**config.mk**
```make
export PLATFORM = sky130hd
export DESIGN_NAME = pnbw_bit
export DESIGN_NICKNAME = d
export VERILOG_FILES = /design/src/hdl/pnbw_pkg.sv /design/src/hdl/pnbw_bit.sv
export SDC_FILE = /design/constraint.sdc
export NUM_CORES = 1
export LEC_CHECK = 0
export BUFFER_PORTS_ARGS = -buffer_cell sky130_fd_sc_hd__buf_2
export CAP_MARGIN = 15
export CORE_AREA = 3 3 196 198
export CTS_BUF_LIST = sky130_fd_sc_hd__clkbuf_8
export CTS_CLUSTER_SIZE = 16
export DETAILED_ROUTE_END_ITERATION = 6
export DIE_AREA = 0 0 199 201
export GPL_TIMING_DRIVEN = 0
export HOLD_SLACK_MARGIN = 0.03
export PLACE_DENSITY = 0.67
export SLEW_MARGIN = 10
export SYNTH_ARGS = -nofsm -noshare
export SYNTH_HDL_FRONTEND = slang
export SYNTH_SLANG_ARGS = --single-unit
```
**constraint.sdc**
```tcl
create_clock -name clock -period 4.6 [get_ports clock]
set_clock_uncertainty 0.05 [all_clocks]
set_input_delay 0.23 -clock clock [delete_from_list [all_inputs] [get_ports clock]]
set_output_delay 0.23 -clock clock [all_outputs]
set_load 0.03 [all_outputs]
```
**src/hdl/pnbw_pkg.sv**
```systemverilog
// shared types, constants and face-centre tables for the normal binning block
`timescale 1ns / 1ps

package pnbw_pkg;

   localparam int IN_BITS   = 16;
   localparam int W_BITS    = 15;
   localparam int FACE_BITS = 5;
   localparam int TIDX_BITS = 6;
   localparam int KIND_BITS = 3;
   localparam int DOT_BITS  = 32;
   localparam int N2_BITS   = 32;
   localparam int SQ_BITS   = 64;
   localparam int Q_BITS    = 47;
   localparam int NUM_CENTRES = 50;

   // polyhedron selection codes
   localparam logic [KIND_BITS-1:0] KIND_TETRA = 3'd0;
   localparam logic [KIND_BITS-1:0] KIND_CUBE  = 3'd1;
   localparam logic [KIND_BITS-1:0] KIND_OCTA  = 3'd2;
   localparam logic [KIND_BITS-1:0] KIND_DODECA = 3'd3;
   localparam logic [KIND_BITS-1:0] KIND_ICOSA = 3'd4;

   typedef logic signed [IN_BITS-1:0] comp_type;

   typedef struct packed {
      comp_type x;
      comp_type y;
      comp_type z;
   } vec_type;

   // payload of one face result as it walks the root stages
   typedef struct packed {
      logic [FACE_BITS-1:0] face;
      logic                 last;
      logic                 zero;
      logic [SQ_BITS-1:0]   d;
      logic [N2_BITS-1:0]   n2;
      logic [SQ_BITS-1:0]   p;
      logic [Q_BITS-1:0]    q;
      logic [W_BITS-1:0]    w;
   } root_type;

   // face centres, Q1.14
   localparam logic signed [15:0] CX [0:NUM_CENTRES-1] = '{
      0, 0, 13369, -13369,
      16384, -16384, 0, 0, 0, 0,
      13369, 13369, -13369, -13369, 0, 0, 0, 0,
      15368, 15368, -15368, -15368, 0, 0, 0, 0, 5669, -5669, 5669, -5669,
      16384, 16384, 16384, 16384, -16384, -16384, -16384, -16384, 0, 0, 0, 0,
      14303, -14303, 14303, -14303, 2081, 2081, -2081, -2081};
   localparam logic signed [15:0] CY [0:NUM_CENTRES-1] = '{
      0, 15450, -7717, -7717,
      0, 0, 16384, -16384, 0, 0,
      0, 0, 0, 0, 13369, 13369, -13369, -13369,
      5669, -5669, 5669, -5669, 15368, 15368, -15368, -15368, 0, 0, 0, 0,
      16384, 16384, -16384, -16384, 16384, 16384, -16384, -16384,
      2081, 2081, -2081, -2081, 0, 0, 0, 0, 14303, -14303, 14303, -14303};
   localparam logic signed [15:0] CZ [0:NUM_CENTRES-1] = '{
      -16384, 5456, 5456, 5456,
      0, 0, 0, 0, 16384, -16384,
      9454, -9454, 9454, -9454, 9454, -9454, 9454, -9454,
      0, 0, 0, 0, 5669, -5669, 5669, -5669, 15368, 15368, -15368, -15368,
      16384, -16384, 16384, -16384, 16384, -16384, 16384, -16384,
      14303, -14303, 14303, -14303, 2081, 2081, -2081, -2081, 0, 0, 0, 0};

   function automatic logic [FACE_BITS-1:0] face_count(input logic [KIND_BITS-1:0] kind);
      unique case (kind)
         KIND_TETRA:  face_count = 5'd4;
         KIND_CUBE:   face_count = 5'd6;
         KIND_OCTA:   face_count = 5'd8;
         KIND_DODECA: face_count = 5'd12;
         default:     face_count = 5'd20;
      endcase
   endfunction

   function automatic logic [TIDX_BITS-1:0] face_start(input logic [KIND_BITS-1:0] kind);
      unique case (kind)
         KIND_TETRA:  face_start = 6'd0;
         KIND_CUBE:   face_start = 6'd4;
         KIND_OCTA:   face_start = 6'd10;
         KIND_DODECA: face_start = 6'd18;
         default:     face_start = 6'd30;
      endcase
   endfunction

endpackage

```
**src/hdl/pnbw_bit.sv**
```systemverilog
// one weight bit: trial (w+2^k)^2*n2 against dot^2, built from running sums
`timescale 1ns / 1ps

module pnbw_bit #(
   parameter int BIT = 14
) (
   input  logic                clock,
   input  logic                reset,
   input  logic                en,
   input  logic                valid_in,
   input  pnbw_pkg::root_type  root_in,
   output logic                valid_out,
   output pnbw_pkg::root_type  root_out
);

   logic                               valid_ff;
   pnbw_pkg::root_type                 root_ff, root_in_next;
   logic [pnbw_pkg::SQ_BITS-1:0]       trial;
   logic [pnbw_pkg::Q_BITS-1:0]        q_trial;
   logic                               fits;

   always_comb begin
      // p = w^2*n2, q = w*n2
      trial = root_in.p
            + ({{(pnbw_pkg::SQ_BITS-pnbw_pkg::Q_BITS){1'b0}}, root_in.q} << (BIT + 1))
            + ({{(pnbw_pkg::SQ_BITS-pnbw_pkg::N2_BITS){1'b0}}, root_in.n2} << (2 * BIT));
      q_trial = root_in.q
              + ({{(pnbw_pkg::Q_BITS-pnbw_pkg::N2_BITS){1'b0}}, root_in.n2} << BIT);
      fits = !root_in.zero && (trial <= root_in.d);
      root_in_next = root_in;
      if (fits) begin
         root_in_next.p      = trial;
         root_in_next.q      = q_trial;
         root_in_next.w[BIT] = 1'b1;
      end
   end

   always_ff @(posedge clock) begin
      if (reset) begin
         valid_ff <= 1'b0;
      end else if (en) begin
         valid_ff <= valid_in;
      end
   end

   always_ff @(posedge clock) begin
      if (en) begin
         root_ff <= root_in_next;
      end
   end

   assign valid_out = valid_ff;
   assign root_out  = root_ff;

endmodule
```
==> results of run 1 <==
[state kept, by name (all words and copies together) (netlist names)]
register	cells
valid_out	1
root_out	229
[metrics by stage]
| step | area (um^2) | utilization [%] | power, mW | std cells |
|---|---|---|---|---|
| after floorplan | 14800 | - | 4.77 | 1270 |
| after global placement | 17700 | 48.3 | 5.74 | 2200 |
| after detailed placement | 17800 | 48.4 | 5.77 | 2202 |
| after CTS | 22100 | 60.3 | 8.18 | 2539 |
| after global routing | 22700 | 61.8 | 8.81 | 2554 |
| final | 22700 | 61.8 | 8.38 | 2554 |
[cells in the mapped netlist, drive strengths merged, types with 14 or more instances]
library cell  count
a21o             42
a21oi            97
a31oi            15
edfxtp          229
fa               34
ha              158
inv              99
mux2             44
nand2           115
nand3            24
nand4            24
nor2             49
o211ai           14
o21ai            71
xnor2            37
xor2             32
[kinds of logic (layout without fill, tap and decap cells)]
| family | count (synthesis) | in the layout | share of synthesized area, % |
|---|---|---|---|
| buffers and inverters | 123 | 936 | 3.49 |
| and+or+nand+nor | 275 | 275 | 8.83 |
| adders and majority gates | 192 | 192 | 18.1 |
| xor gates and xnor gates | 69 | 69 | 4.11 |
| DFF | 230 | 230 | 46.9 |
| muxes | 46 | 46 | 3.51 |
| other | 0 | 3 | 0 |
| AOI/OAI and AO/OA | 335 | 335 | 15.1 |
[cell usage in the layout, fill, tap and decap left out, types with 9 or more instances in the layout]
| master | instances |
|---|---|
| buf_2 | 458 |
| dlygate4sd3_1 | 232 |
| edfxtp_1 | 229 |
| ha_1 | 136 |
| inv_1 | 108 |
| a21oi_1 | 81 |
| nand2_1 | 81 |
| nor2_1 | 44 |
| a21o_1 | 42 |
| clkbuf_8 | 41 |
| buf_4 | 41 |
| mux2_2 | 39 |
| xnor2_1 | 34 |
| fa_1 | 34 |
| o21ai_0 | 31 |
| xor2_1 | 30 |
| nand4_1 | 24 |
| nand3_1 | 22 |
| nand2_4 | 22 |
| o21ai_1 | 19 |
| o21ai_2 | 18 |
| o211ai_1 | 13 |
| buf_16 | 13 |
| nand2_2 | 12 |
| o21a_1 | 12 |
| ha_4 | 12 |
| nand2b_1 | 11 |
| a21oi_2 | 10 |
| a31oi_1 | 10 |
| ha_2 | 10 |
| buf_12 | 9 |
[power groups by stage]
| stage | clock network (mW) | registers [mW] | logic, mW |
|---|---|---|---|
| 2_1_floorplan | 0 | 3.22 | 1.55 |
| 4_1_cts | 1.71 | 2.68 | 3.79 |
| 6_report | 1.67 | 2.68 | 4.04 |
| 3_3_place_gp | 0 | 2.73 | 3.01 |
| 5_1_grt | 1.80 | 2.70 | 4.32 |
| 3_5_place_dp | 0 | 2.71 | 3.06 |
[timing repair]
item	in CTS	in global routing
setup endpoints to repair	83	83
hold endpoints to repair	235	0
resized for setup	192	95
pin swaps	51	33
gates cloned	11	0
setup buffers	32	16
hold buffers	232	0
[routing by layer]
layer | up-vias | share of wire, % | wire, um
met4 | 0 | 3.3 | 1820
li1 | 6383 | - | -
met3 | 109 | 6.7 | 3640
met5 | - | 0 | 0
met1 | 6539 | 40 | 21600
met2 | 562 | 50 | 27500
[critical path, cell delays in order]
cell	delay, ps
buf_8	80
inv_4	30
fa_1	540
inv_2	50
ha_4	240
a21oi_4	160
o21a_1	220
o31ai_4	110
or3_4	370
o211ai_4	320
a31oi_1	150
xor2_1	220
ha_1	360
nand4_1	200
nor4_4	430
nand3_2	200
or4_4	490
o21ai_4	120
nand2_4	120
buf_12	210
buf_16	170
buf_12	170
nand2_4	70
o31ai_4	60
[worst paths after layout]
check                          from                      end  slack (ps)  cells after the start
min reg2reg  valid_out$_SDFFE_PP0P_   valid_out$_SDFFE_PP0P_         980                      3
max reg2reg  valid_out$_SDFFE_PP0P_   valid_out$_SDFFE_PP0P_        3430                      3
max                     root_in[28]  root_out[123]$_DFFE_PP_        -480                     24
min                     root_in[77]   root_out[77]$_DFFE_PP_          70                      3
[final cells by class]
type	instances	area share, %
tap	468	2.58
sequential	230	30.4
buffer	16	1.07
multi-input combinational	917	37.6
timing repair buffer	752	23.7
clock inverter	29	0.562
inverter	99	1.65
clock buffer	40	2.43
antenna	3	0.0331
==> metrics, run 1 <==
main flop type after synthesis edfxtp_1; Final WS setup -478 ps; worst slack, placed -2180 ps; IO Pins 463; largest cells by area after synthesis edfxtp_1 (47%), ha_1 (13%), fa_1 (4.6%), a21oi_1 (3.3%), mux2_2 (3.1%); Final ANT Viol Nets 0; Multi-input gate area 8530 um^2; GR peak layer met2; first-pass GRT wire length 81300 um; fillers 2847; Max Slew Vio Count 0; Post-route DRC 0; global route total overflow 0; Tmin final 5080 ps; share of layout cells above drive strength 1 38.4%; M3 GR Usage 5.72%; period utilization 110%; Worst Setup End Kind register; number of global-route vias before repair 14300; initial antenna violation count 3; vias per cell 5.32; met2 GRT Util 46.8%; worst hold margin 72.4 ps; critical path class input port to register; Post-DP HPWL 38400 um; average size of a mapped cell 11.6 um^2; Slew headroom 43.3%; Arr. time, crit path 5340 ps; routed wire length per instance 21.4 um; worst path required time 4870 ps; Pleak 10.0 nW; worst skew pair latency 580 ps; Final Hold Viols 0; chip width 199 um; post-synth top area share 46.8%; Setup crit start kind input port; total track usage 26.4%; M1 GR Usage 31.5%; power per cell area 369 nW/um^2; Post-synth EDFFs 229; Unique masters post-synth 68; Pre-antenna DRT Iters 7; area leader, netlist edfxtp_1; Synth Cell Area 14700 um^2; CTS tree done; Setup violations, final 83; largest net degree at the start of global routing 121; Worst-path clk slew 60 ps; Sink Count 230; NetSw 3.30 mW; # rows 70; post-detailed-routing wire length 54600 um; fin nets 2480; Max IR drop VDD 0.000269 V; part of the power in combinational logic 48.2%; RSZ-0062 raised after global routing yes; crit path max fanout 8; Synth async-reset ratio 0%; Fmax achieved 197 MHz; Reg area 6900 um^2; H-tree Lvls 2; Mapped Nets 1695; gate count of the mapped netlist 1270; Port Buf Inserts 462; GPL Wtd Cong 0.919; worst slew pin tran 829 ps; Area Overhead vs Synth 54.4%; core box area 36700 um^2; Flop pwr share 31.9%; DRT iter0 DRCs 777; Clock Tree Buf Depth 3; failing checks negative setup slack; Net Sw Frac 39.4%; outcome finished, violations left; setup TNS -32390 ps; Clk Tree Root Cell clkbuf_8; post-synthesis sequential area ratio 46.9%; Yosys reg bits 230; via count 13600; MaxCap Viol Count 0; power share of the clock group 19.9%; Int Pwr 5.08 mW; Warnings, synthesis 0; Num CTS Buffers 39; Hold WC Path Type input port to register; DIE HEIGHT 201 um; Die ar. 40000 um^2; initial core utilization 40.1%
(Power assumes the default switching activity.)
==> inputs of run 2 (changes only) <==
SKIP_CTS_REPAIR_TIMING = 1   (was default)
==> run 2 against run 1 <==
Effect of this change: the flow finishes with violations (negative hold slack, negative setup slack); critical path depth stayed put; routed wire length is 1.8% lower; register-to-register slack got worse by 30 ps; first-iteration DRC count is 2.1% higher; maximum frequency down 2.5%; flip-flop and latch count unchanged; largest cell class unchanged.
==> metrics, run 2 (synthesized netlist as in run 1, its figures left out) <==
outcome finished, violations left; failing checks negative hold slack, negative setup slack; Die ar. 40000 um^2; FF-to-FF setup slack 3400 ps; Critical-path top delay cell or4_4; Critical Path Start root_in[20]; Slew headroom 40.9%; DRT iter0 DRCs 793; power per cell area 369 nW/um^2; worst skew pair latency 590 ps; Clk Tree Root Cell clkbuf_8; most common cell after layout, fill and taps aside buf_2; worst slew pin tran 864 ps; Crit path depth 24; initial antenna violation count 3; Arr. time, crit path 5540 ps; Clock Tree Buf Depth 3; Worst Setup End Kind register; reg2reg end valid_out$_SDFFE_PP0P_; Worst Setup EP root_out[48]$_DFFE_PP_; Port Buf Inserts 462; MaxCap Viol Count 0; Tmin final 5210 ps; Final WS setup -609 ps; worst hold margin -69.9 ps; largest net degree at the start of global routing 121; RSZ-0062 raised after global routing yes; Setup violations, final 83; Final Hold Viols 2; period utilization 113%; power share of the clock group 20.4%; crit path max fanout 6; CTS tree done; Post-route DRC 0; Max Slew Vio Count 0; CP delay by family, top compound AO/OA/AOI/OAI gates; vias per cell 5.31; Max IR drop VDD 0.000260 V; Final ANT Viol Nets 0; Sink Count 230; Flop pwr share 32.7%; global route total overflow 0; fin util 60.5%; core box area 36700 um^2; commonest non-fill, non-tap cells in the layout buf_2 (460), dlygate4sd3_1 (230), edfxtp_1 (229); Hold WC Path Type input port to register; Fmax achieved 192 MHz; DIE HEIGHT 201 um; initial core utilization 40.1%; via count 13500; worst path required time 4930 ps; Pre-antenna DRT Iters 5; chip width 199 um; Worst-path clk slew 70 ps; Pleak 9.86 nW; Post-DP HPWL 38400 um; post-detailed-routing wire length 53600 um; crit path cell chain buf_2 -> ha_1 -> ha_4 -> o211ai_1 -> o21ai_2 -> a31oi_4 -> o41ai_4 -> buf_4 -> o211ai_4 -> a31oi_4 -> o21a_1 -> nor2_2 -> ha_1 -> nand4_1 -> nor4_4 -> nand3_2 -> or4_4 -> o21ai_4 -> nand2_4 -> buf_12 -> buf_16 -> buf_12 -> buf_4 -> mux2_2; GPL Wtd Cong 0.919; total track usage 22.9%; routed wire length per instance 21.1 um; share of layout cells above drive strength 1 37.1%; # rows 70; critical path class input port to register; R2R depth 3; Num CTS Buffers 39; CP peak stage delay 490 ps; Int Pwr 4.97 mW; number of global-route vias before repair 12300; RR Startpoint valid_out$_SDFFE_PP0P_; flip-flop count of the largest register after layout 229; worst slack, placed -2180 ps; IO Pins 463; first-pass GRT wire length 70600 um; Bufs and invs on worst path 6; NetSw 3.23 mW; Area Overhead vs Synth 51.2%; H-tree Lvls 2; part of the power in combinational logic 46.9%; fin nets 2463; Setup crit start kind input port; Net Sw Frac 39.4%
[run 2: cell count changes in the layout (fill, tap and decap cells not counted), moves of 3 or more]
cell       change
clkbuf_16      +5
nand2_4        -6
nand2_1        +3
buf_16        -10
ha_4           -4
ha_1           +3
buf_4          -9
o31ai_1        +3
[run 2: metal layers]
layer  wire [um]  GRT usage, %
met5           0             0
met4        1310          6.07
met3        3500          5.20
met2       27300          40.1
met1       21500          28.5
[run 2: worst reg2reg max path, stage by stage, from the launching register on]
cell           delay [ps]
dfxtp_1               300
mux2i_1               110
nor2_1                 60
dlygate4sd3_1         560
[run 2: worst min path at each step]
stage	start	slack, ps	to	cells after the start
6_report	root_in[77]	-70	root_out[77]$_DFFE_PP_	2
3_5_place_dp	reset	350	valid_out$_SDFFE_PP0P_	2
2_1_floorplan	reset	250	valid_out$_SDFFE_PP0P_	1
4_1_cts	root_in[11]	-290	root_out[11]$_DFFE_PP_	1
5_1_grt	root_in[77]	-80	root_out[77]$_DFFE_PP_	2
3_3_place_gp	reset	340	valid_out$_SDFFE_PP0P_	2
[run 2: power groups by stage]
stage,Clock (mW),Combinational [mW],Sequential [mW]
6_report,1.67,3.85,2.68
5_1_grt,1.81,4.13,2.70
4_1_cts,1.71,3.08,2.68
3_5_place_dp,0,3.06,2.71
3_3_place_gp,0,3.01,2.73
2_1_floorplan,0,1.55,3.22
[run 2: stage by stage]
step	hold slack (ps)	TNS (ps)	cells	total power, mW	cell area, um^2
finish	-69.9	-42440	2537	8.20	22200
global route	-84.8	-58750	2537	8.64	22200
CTS	-294	-111960	2271	7.46	18500
detailed placement	351	-164210	2202	5.77	17800
global placement	337	-166660	2200	5.74	17700
floorplan	252	-5360	1270	4.77	14800
[run 2: layout make-up]
cell class                      instances  area [um^2]
Antenna cell                            3         7.51
Buffer                                 16          226
Clock buffer                           40          551
Clock inverter                         29          128
Fill cell                            2892        14500
Inverter                               99          374
Multi-Input combinational cell        917         8320
Sequential cell                       230         6900
Tap cell                              468          586
Timing Repair Buffer                  735         5130
